[src/sv/olar_pkg.sv]
// ----------------------------------------------------------------------------
// Ordered list package
// Shared sizes, codes, payload types and the control link between the
// list controller and the list datapath.
// ----------------------------------------------------------------------------
package olar_pkg;

    // List capacity and the widths that follow from it.
    localparam int CAPACITY    = 16;
    localparam int CNT_W       = $clog2(CAPACITY + 1);
    localparam int IDX_W       = $clog2(CAPACITY);
    localparam int COUNT_OUT_W = 5;

    // Input mode codes; any other code acts as a query.
    localparam logic [1:0] MODE_APPEND = 2'd0;
    localparam logic [1:0] MODE_REMOVE = 2'd1;
    localparam logic [1:0] MODE_QUERY  = 2'd2;

    // Result status codes.
    typedef enum logic [1:0] {
        STATUS_OK        = 2'd0,
        STATUS_EMPTY     = 2'd1,
        STATUS_NOT_FOUND = 2'd2,
        STATUS_FULL      = 2'd3
    } t_status;

    // Input transaction payload.
    typedef struct packed {
        logic [1:0]         mode;
        logic signed [31:0] value;
    } t_in;

    // Output transaction payload.
    typedef struct packed {
        logic [1:0]             status;
        logic [COUNT_OUT_W-1:0] entry_count;
        logic signed [31:0]     head_value;
        logic signed [31:0]     tail_value;
    } t_out;

    // Commands from the controller to the datapath.
    typedef struct packed {
        logic    capture;
        logic    append;
        logic    remove;
        logic    load_out;
        t_status status;
    } t_cmd;

    // Status from the datapath to the controller.
    typedef struct packed {
        logic full;
        logic empty;
        logic found;
    } t_dp_stat;

endpackage

[src/sv/ordered_list_append_remove.sv]
// ----------------------------------------------------------------------------
// Ordered list with append and remove
// Usage: each input transaction (i_valid/o_ready) carries a mode and a signed
// 32-bit value: append at the tail, remove the first equal entry, or query.
// Each input transaction yields exactly one output transaction
// (o_valid/i_ready) with status, entry count, and the head and tail values
// after the operation (zero when the list is empty).
// An accepted input is captured while idle, then executed and its result
// loaded into the output register once that register is free, which raises
// o_valid. One transaction is in execution at a time; no new one is taken
// until the last has loaded its result. All entries are compared in
// parallel by the cell row.
// The output register lets the next input be accepted while a result waits;
// that transaction then holds in execution until the result is taken.
// Reset empties the list, idles the controller and clears o_valid; entry
// contents are left as they are and are never read until written again.
// ----------------------------------------------------------------------------
module ordered_list_append_remove (
    input  logic           i_clk,
    input  logic           i_rst_n,
    input  logic           i_valid,
    output logic           o_ready,
    input  olar_pkg::t_in  i_in,
    output logic           o_valid,
    input  logic           i_ready,
    output olar_pkg::t_out o_out
);
    import olar_pkg::*;

    t_cmd     cmd;
    t_dp_stat stat;

    // Transaction sequencing.
    olar_ctrl u_ctrl (
        .i_clk   (i_clk),
        .i_rst_n (i_rst_n),
        .i_valid (i_valid),
        .o_ready (o_ready),
        .i_mode  (i_in.mode),
        .o_valid (o_valid),
        .i_ready (i_ready),
        .i_stat  (stat),
        .o_cmd   (cmd)
    );

    // Entry storage and result formation.
    olar_datapath u_datapath (
        .i_clk   (i_clk),
        .i_rst_n (i_rst_n),
        .i_in    (i_in),
        .i_cmd   (cmd),
        .o_stat  (stat),
        .o_out   (o_out)
    );

endmodule

[src/sv/olar_ctrl.sv]
// ----------------------------------------------------------------------------
// Ordered list controller
// Sequences one transaction at a time: capture, then execute and load the
// output register once that register is free.
// ----------------------------------------------------------------------------
module olar_ctrl (
    input  logic                i_clk,
    input  logic                i_rst_n,
    input  logic                i_valid,
    output logic                o_ready,
    input  logic [1:0]          i_mode,
    output logic                o_valid,
    input  logic                i_ready,
    input  olar_pkg::t_dp_stat  i_stat,
    output olar_pkg::t_cmd      o_cmd
);
    import olar_pkg::*;

    typedef enum logic {
        ST_IDLE,
        ST_EXEC
    } t_state;

    t_state     r_state, n_state;
    logic [1:0] r_mode, n_mode;
    logic       r_out_valid, n_out_valid;
    logic       out_free;
    logic       in_take;

    assign o_ready  = (r_state == ST_IDLE);
    assign o_valid  = r_out_valid;
    assign in_take  = i_valid && (r_state == ST_IDLE);
    assign out_free = !r_out_valid || i_ready;

    // Next state, commands and status decision.
    always_comb begin
        n_state        = r_state;
        n_mode         = r_mode;
        n_out_valid    = r_out_valid && !i_ready;
        o_cmd          = '0;
        o_cmd.status   = STATUS_OK;
        o_cmd.capture  = in_take;
        case (r_state)
            ST_IDLE: begin
                if (in_take) begin
                    n_mode  = i_mode;
                    n_state = ST_EXEC;
                end
            end
            ST_EXEC: begin
                if (out_free) begin
                    case (r_mode)
                        MODE_APPEND: begin
                            o_cmd.append = !i_stat.full;
                            o_cmd.status = i_stat.full ? STATUS_FULL : STATUS_OK;
                        end
                        MODE_REMOVE: begin
                            o_cmd.remove = i_stat.found;
                            if (i_stat.empty) begin
                                o_cmd.status = STATUS_EMPTY;
                            end else if (i_stat.found) begin
                                o_cmd.status = STATUS_OK;
                            end else begin
                                o_cmd.status = STATUS_NOT_FOUND;
                            end
                        end
                        default: begin
                            o_cmd.status = i_stat.empty ? STATUS_EMPTY : STATUS_OK;
                        end
                    endcase
                    o_cmd.load_out = 1'b1;
                    n_out_valid    = 1'b1;
                    n_state        = ST_IDLE;
                end
            end
            default: begin
                n_state = ST_IDLE;
            end
        endcase
    end

    // State and registered handshake outputs.
    always_ff @(posedge i_clk) begin
        if (!i_rst_n) begin
            r_state     <= ST_IDLE;
            r_mode      <= MODE_QUERY;
            r_out_valid <= 1'b0;
        end else begin
            r_state     <= n_state;
            r_mode      <= n_mode;
            r_out_valid <= n_out_valid;
        end
    end

endmodule

[src/sv/olar_datapath.sv]
// ----------------------------------------------------------------------------
// Ordered list datapath
// A row of entry cells that compare against the search value in parallel,
// shift down behind the first match on remove, and take a new tail on append.
// ----------------------------------------------------------------------------
module olar_datapath (
    input  logic                i_clk,
    input  logic                i_rst_n,
    input  olar_pkg::t_in       i_in,
    input  olar_pkg::t_cmd      i_cmd,
    output olar_pkg::t_dp_stat  o_stat,
    output olar_pkg::t_out      o_out
);
    import olar_pkg::*;

    logic signed [31:0] r_entries [CAPACITY];
    logic signed [31:0] n_entries [CAPACITY];
    logic [CNT_W-1:0]   r_count, n_count;
    logic signed [31:0] r_value;
    t_out               r_out;
    logic [CAPACITY-1:0] match;
    logic [CAPACITY-1:0] shift;
    logic [IDX_W-1:0]   tail_idx;
    logic [31:0]        cnt_ext;

    // Parallel compare of every held entry; shift marks the first hit onward.
    always_comb begin
        logic seen;
        seen = 1'b0;
        for (int i = 0; i < CAPACITY; i++) begin
            match[i] = (CNT_W'(i) < r_count) && (r_entries[i] == r_value);
            seen     = seen | match[i];
            shift[i] = seen;
        end
    end

    // Next contents of the entry row and the count.
    always_comb begin
        n_entries = r_entries;
        n_count   = r_count;
        if (i_cmd.append) begin
            n_entries[r_count[IDX_W-1:0]] = r_value;
            n_count = r_count + CNT_W'(1);
        end else if (i_cmd.remove) begin
            for (int i = 0; i < CAPACITY - 1; i++) begin
                if (shift[i]) begin
                    n_entries[i] = r_entries[i+1];
                end
            end
            n_count = r_count - CNT_W'(1);
        end
    end

    assign tail_idx = IDX_W'(n_count - CNT_W'(1));
    assign cnt_ext  = 32'(n_count);

    // Status back to the controller.
    assign o_stat.full  = (r_count == CNT_W'(CAPACITY));
    assign o_stat.empty = (r_count == '0);
    assign o_stat.found = |match;

    // Entry cells, search value and output register carry no reset.
    always_ff @(posedge i_clk) begin
        r_entries <= n_entries;
        if (i_cmd.capture) begin
            r_value <= i_in.value;
        end
        if (i_cmd.load_out) begin
            r_out.status      <= i_cmd.status;
            r_out.entry_count <= cnt_ext[COUNT_OUT_W-1:0];
            if (n_count == '0) begin
                r_out.head_value <= '0;
                r_out.tail_value <= '0;
            end else begin
                r_out.head_value <= n_entries[0];
                r_out.tail_value <= n_entries[tail_idx];
            end
        end
    end

    // Entry count.
    always_ff @(posedge i_clk) begin
        if (!i_rst_n) begin
            r_count <= '0;
        end else begin
            r_count <= n_count;
        end
    end

    assign o_out = r_out;

endmodule

[config.mk]
export PLATFORM = sky130hd
export DESIGN_NAME = ordered_list_append_remove
export DESIGN_NICKNAME = d
export VERILOG_FILES = /design/src/sv/olar_pkg.sv /design/src/sv/ordered_list_append_remove.sv /design/src/sv/olar_ctrl.sv /design/src/sv/olar_datapath.sv
export SDC_FILE = /design/constraint.sdc
export NUM_CORES = 2
export LEC_CHECK = 0
export ABC_AREA = 0
export BUFFER_PORTS_ARGS = -buffer_cell sky130_fd_sc_hd__buf_2
export CAP_MARGIN = 5
export CORE_MARGIN = 5
export CORE_UTILIZATION = 59
export CTS_CLUSTER_DIAMETER = 150
export DETAILED_ROUTE_END_ITERATION = 7
export PLACE_DENSITY = 0.75
export SETUP_SLACK_MARGIN = 0.1
export SLEW_MARGIN = 20
export SYNTH_ARGS = -nofsm -noshare
export SYNTH_HDL_FRONTEND = slang
export SYNTH_SLANG_ARGS = --single-unit
[constraint.sdc]
create_clock -name i_clk -period 6.05 [get_ports i_clk]
set_input_delay 0.605 -clock i_clk [delete_from_list [all_inputs] [get_ports i_clk]]
set_output_delay 0.605 -clock i_clk [all_outputs]
set_load 0.01 [all_outputs]
After elaboration in Yosys (flattened, before gate mapping)
Index checks and enable logic that the tools add are counted.

Input port bits: 38. Memory bits (writable): 0. Memories kept: 0. ROM bits: 0. Output and inout bits: 73. Latch bits: 0. Flip-flop bits (word level): 624.

Divide/modulo/power cells: 0. Bitwise gates (word level): 17. Add/subtract/negate cells: 3. Equal/unequal tests: 18. Mux-type cells: 40. $lt $le $gt $ge: 19. Reductions and logical operators: 29. Multipliers: 0. Shift operators: 0.

Operator list (number): 480-bit two-way mux (2); 32-bit two-way mux (19); 512-bit bitwise mux (1); 32-bit equality test (16); 32-bit binary-select mux with 4-bit select (1); 32-bit demux with 4-bit select (1); 4-bit by 5-bit < comparator with 1-bit output (first input constant) (8); 3-bit by 5-bit < comparator with 1-bit output (first input constant) (4); 5-bit two-way mux (4); 1-bit logical AND (19); 16-bit OR reduction (1); 1-bit OR (14); 5-bit greater-or-equal comparator (second input constant) (2); 5-bit zero test (2); 1-bit by 5-bit < comparator with 1-bit output (first input constant) (2); 2-bit by 5-bit < comparator with 1-bit output (first input constant) (2); 4-bit NOT with 5-bit output (2); 1-bit two-way mux (7); 2-bit two-way mux (3); 5-bit by 1-bit adder with 5-bit output (second input constant) (1); 5-bit equality test (second input constant) (1); 5-bit by 1-bit < comparator with 1-bit output (second input constant) (1); 5-bit by 1-bit subtractor with 5-bit output (second input constant) (1); 2-bit one-hot mux with 2 select lines (1); other kinds (8) (11).

Depth between registers and ports, before layout
Depth in word-level cells: 22. Gate-level depth with buffers: 25. Depth with buffers taken out: 17.

Modules after synthesis
Synthesis repeated with hierarchy kept, for this count alone.

Cell total of the unflattened synthesis: 5700. Area, all modules: 45374.8 µm².

Modules (own cells, without submodules): olar_datapath (instances 1, area an instance 45157.1 µm², cells an instance 5673); olar_ctrl (instances 1, area an instance 217.7 µm², cells an instance 27).

Worst setup path before layout
OpenSTA, ideal clock, no wires.

Kind: register to register. Start: register u_datapath.r_value[30]. End: register u_datapath.r_out (netlist bit u_datapath.o_out[2]), data pin. Setup time: 280 ps. Stages on the path, launching flop included: 24. Arrival time: 4746 ps. Buffers on the path: 8. Setup slack: 1024 ps. Path through: edfxtp_1 > buf_6 > xor2_1 > or4_1 > or4_1 > nor3_1 > or4b_4 > nor4_4 > a211o_1 > buf_6 > inv_6 > buf_4 > buf_6 > buf_4 > ha_1 > clkbuf_1 > nor3_1 > a311oi_1 > and3_1 > clkbuf_2 > buf_2 > a31oi_1 > o311ai_0 > o221ai_1.

Cells in the longest elaborated chain, start to end: 22. Elaborated cells between the ends (all ways): 75. Those cells by class: 1 x add/sub; 16 x eq/ne; 25 x mux; 15 x bitwise; 18 x reduce/logical.

Ends and longest elaborated chain: start: declaration (line olar_datapath.sv:19) `logic signed [31:0] r_value;`; start signal: assignment (line olar_datapath.sv:66) `r_value <= i_in.value;`; 32-bit equality test (line olar_datapath.sv:31) `match[i] = (CNT_W'(i) < r_count) && (r_entries[i] == r_value);`; 1-bit logical AND (line olar_datapath.sv:31); 1-bit OR (14 in a row) (line olar_datapath.sv:32) `seen = seen | match[i];`; 32-bit two-way mux (line olar_datapath.sv:46) `if (shift[i]) begin`; 480-bit two-way mux (line olar_datapath.sv:44) `end else if (i_cmd.remove) begin`; 480-bit two-way mux (line olar_datapath.sv:41) `if (i_cmd.append) begin`; 32-bit binary-select mux with 4-bit select (line olar_datapath.sv:76) `r_out.tail_value <= n_entries[tail_idx];`; 32-bit two-way mux (not written as such) (2 in a row) (line olar_datapath.sv:76); end: declaration (line olar_datapath.sv:20) `t_out r_out;`.

Parallel ways exist; a longest one is shown, timed or not. The select of a mux whose other input is x is not followed. A chain may end at the register's enable or synchronous reset.

Worst setup path after layout
Start: register u_datapath.r_value[22]. End: register u_datapath.r_out (netlist bit u_datapath.o_out[18]), data pin.

The elaborated chain is that of the path after synthesis.

==> impl_metrics.toml <==
[drt]
drc = 1
wl_per_cell_um = 35.1
wl_um = 184000
vias_per_cell = 7.50
dr_total_vias = 39300
dr.pass1.iters = 8
detail-route-antenna-nets = 0
drt_iter0_drc = 6544

[yosys]
netlist_area_sq_um = 38000
synth_top_area_frac = 0.274
yosys.area.top_type = "dfxtp_1"
syn_inst = 4286
synth_fa_ha_area_frac = 0.00198
synth_area_leaders = "dfxtp_1 (27%), edfxtp_1 (8.1%), xor2_1 (6.0%)"
synthXorXnorAreaFrac = 0.118
yosys_most_used_dff = "dfxtp_1"
avgSynthCellArea_sq_um = 8.87
yosys_warnings = 0
synth_top_family_by_area = "compound AO/OA/AOI/OAI gates"
synth_compound_area_frac = 0.283
synth_seq_cells = 624
ys_seq_area_frac = 0.356
synth.area.mux_share = 0.0298
synth-simple-area-share = 0.138
async_reset_ff_frac = 0
synth-edff-count = 103
synth_nets = 4330
synth.distinct_cells = 86

[die]
die_y_um = 264
fp.coreArea_sq_um = 64100
rows = 93
initial_core_util = 0.593
io_pins = 111
die_w_um = 264
die_area_sq_um = 69600

[sta]
rsz0062_at_grt = "no"
period_needed_ns = 5.91
slew_headroom = 0.198
hold_viol = 0
max_freq_ghz = 0.169
slew_violations = 0
holdWs_ns = 0.133
setup_viol = 0
worstMarginPinSlew_ns = 1.20
fin_skew_ns = 0.0300
min_period_over_period = 0.977

[finish]
nNetsFinal = 4363
instances_no_fill = 5233
syn_to_final_growth_pct = 12.6
drive_gt1_frac = 0.141
final_util = 0.667
fillers = 5252

[clock_tree]
clockBufferDepth = 3
cts_hold_buf = 0
cts_made_buffers = 70
clk_pin_slew_ns = 0.06
clockRootBuffer = "clkbuf_16"
clkSinkCount = 624
htree_levels = 3
clk_latency_ns = 0.65
tritoncts = "done"

[global_routing]
grt_overflow = 0
track_usage = 0.498
grt_first_pass_wirelength_um = 258000
grt_max_degree = 171
grt_pass1_vias = 36400
antenna_found_initial = 6

[setup_path]
critical_path_class = "register to register"
crit_required_ns = 6.52
crit_path_max_fanout = 23
critPathLaunchType = "register"
crit_path_end_kind = "register"
cp.arrival_ns = 6.38

[power]
power_density_nw_per_um2 = 303
power.leakage_nw = 16.9
finalPower_mw = 13.0
vdd_drop_max_mv = 0.325

[place]
post-place-cells = 5091
dp_hpwl_um = 131000
gp_congestion = 1.10
io_buffer_count = 110

[run_status]
violations = "design-rule violations"
status = "finished with violations"

[min_path]
hold_class = "input pin to register"

[flow_run]
maxCapViolations = 0
-- sequential cells by signal, indices dropped and copies added, names as in the netlist --
| register | count |
|---|---|
| u_datapath.r_value | 32 |
| u_datapath.o_out | 71 |
| u_datapath.r_count | 5 |
| u_datapath.r_entries | 512 |
| u_ctrl.r_mode | 2 |
| u_ctrl.r_state | 1 |
| u_ctrl.o_valid | 1 |
-- logic make-up after synthesis --
kind of cell               count (synthesis)
buffers and inverters                    609
and+or+nand+nor                          971
AOI/OAI and AO/OA                       1462
xor gates and xnor gates                 510
muxes                                    104
adders and majority gates                  6
DFF                                      624
-- cells in the final DEF, fill, tap and decap left out, types with 16 or more instances in the layout --
cell,instances
o211ai_1,123
nand3_1,79
o21a_1,214
nand2_1,59
clkbuf_1,17
dfxtp_1,521
a31oi_1,114
nor4_1,118
and2_1,24
or4_1,38
a21o_1,31
nor4b_1,19
a211oi_1,33
nor3_1,86
or3_1,16
mux2i_1,40
clkbuf_16,75
buf_4,236
o221ai_1,34
nor2_1,280
o22a_1,238
buf_12,44
mux2_2,63
edfxtp_1,103
o21ai_0,35
a311oi_1,16
inv_1,176
a21oi_1,179
a32o_1,30
o311ai_1,20
nand4_1,125
nor2b_1,32
o22ai_1,232
a311o_1,68
buf_2,110
xor2_1,259
xnor2_1,251
a211o_1,30
-- power by group --
part | switching [mW] | internal (mW) | total [mW]
Combinational | 2.48 | 1.29 | 3.77
Clock | 1.90 | 2.56 | 4.45
Sequential | 0.237 | 4.50 | 4.74
Total | 4.61 | 8.35 | 13.0
-- metrics by stage --
stage          instance area (sq um)  setup TNS (ns)  worst slack [ns]
2_1_floorplan                  38000               0              1.02
5_1_grt                        42800               0             0.107
4_1_cts                        42600               0             0.106
3_3_place_gp                   40300          -0.575            -0.469
6_report                       42800               0             0.138
3_5_place_dp                   40300          -0.374            -0.173
-- metal layers --
layer / up-vias / GRT usage / wire [um]
li1: 16300 / - / -
met4: 4 / 0.425 / 21600
met2: 3290 / 0.729 / 75200
met5: - / 0.00139 / 23
met1: 18700 / 0.586 / 62900
met3: 966 / 0.164 / 24000
-- synthesized netlist by cell type, types with 88 or more instances --
cell,n
nor3_1,88
nor2_1,281
dfxtp_1,521
xnor2_1,251
inv_1,176
o21a_1,214
o211ai_1,123
a21oi_1,180
o22ai_1,232
buf_2,111
clkbuf_1,225
o22a_1,238
xor2_1,259
a31oi_1,116
nand4_1,125
edfxtp_1,103
nor4_1,118
-- cell type report --
type,instances,area [sq um],area share
repair buffers,392,3240,0.0758
inverters,178,673,0.0157
diodes,3,7.51,0.000175
flip-flops and latches,624,13500,0.316
clock inverters,30,300,0.00702
multi-input cells,3053,21900,0.513
clock buffers,98,2020,0.0473
well taps,855,1070,0.0250
-- worst max-delay path, cell delays in order, from the launching register on --
cell	delay [ns]
edfxtp_1	0.72
buf_4	0.43
xor2_1	0.25
nor4_1	0.09
and4_1	0.22
nand4_1	0.14
nand4_1	0.33
o41ai_2	0.49
mux2i_1	0.22
o21ai_0	0.22
ha_1	0.37
and3_1	0.20
o21ai_0	0.28
buf_4	0.17
nand4_1	0.14
buf_12	0.21
a21oi_1	0.82
o311ai_1	0.17
buf_4	0.19
o221ai_1	0.06
-- worst paths after layout --
| path | from | endpoint | slack (ns) | cells past startpoint |
|---|---|---|---|---|
| setup / recovery | u_datapath.r_value[22]$_DFFE_PP_ | u_datapath.o_out[18]$_SDFFCE_PN0P_ | 0.14 | 19 |
| setup reg to reg | u_datapath.r_value[22]$_DFFE_PP_ | u_datapath.o_out[18]$_SDFFCE_PN0P_ | 0.14 | 19 |
| hold reg to reg | u_datapath.r_entries[86]$_DFF_P_ | u_datapath.r_entries[86]$_DFF_P_ | 0.50 | 2 |
| hold / removal | i_in[26] | u_datapath.r_value[26]$_DFFE_PP_ | 0.13 | 1 |
-- repair_timing --
| item | 4_1_cts | 5_1_grt |
|---|---|---|
| resized for setup | 2 | 13 |
| buffers inserted | 2 | 8 |
| pin swaps | 0 | 1 |
| endpoints found under the setup margin | 12 | 19 |
Power figures use the tool's default switching activity.
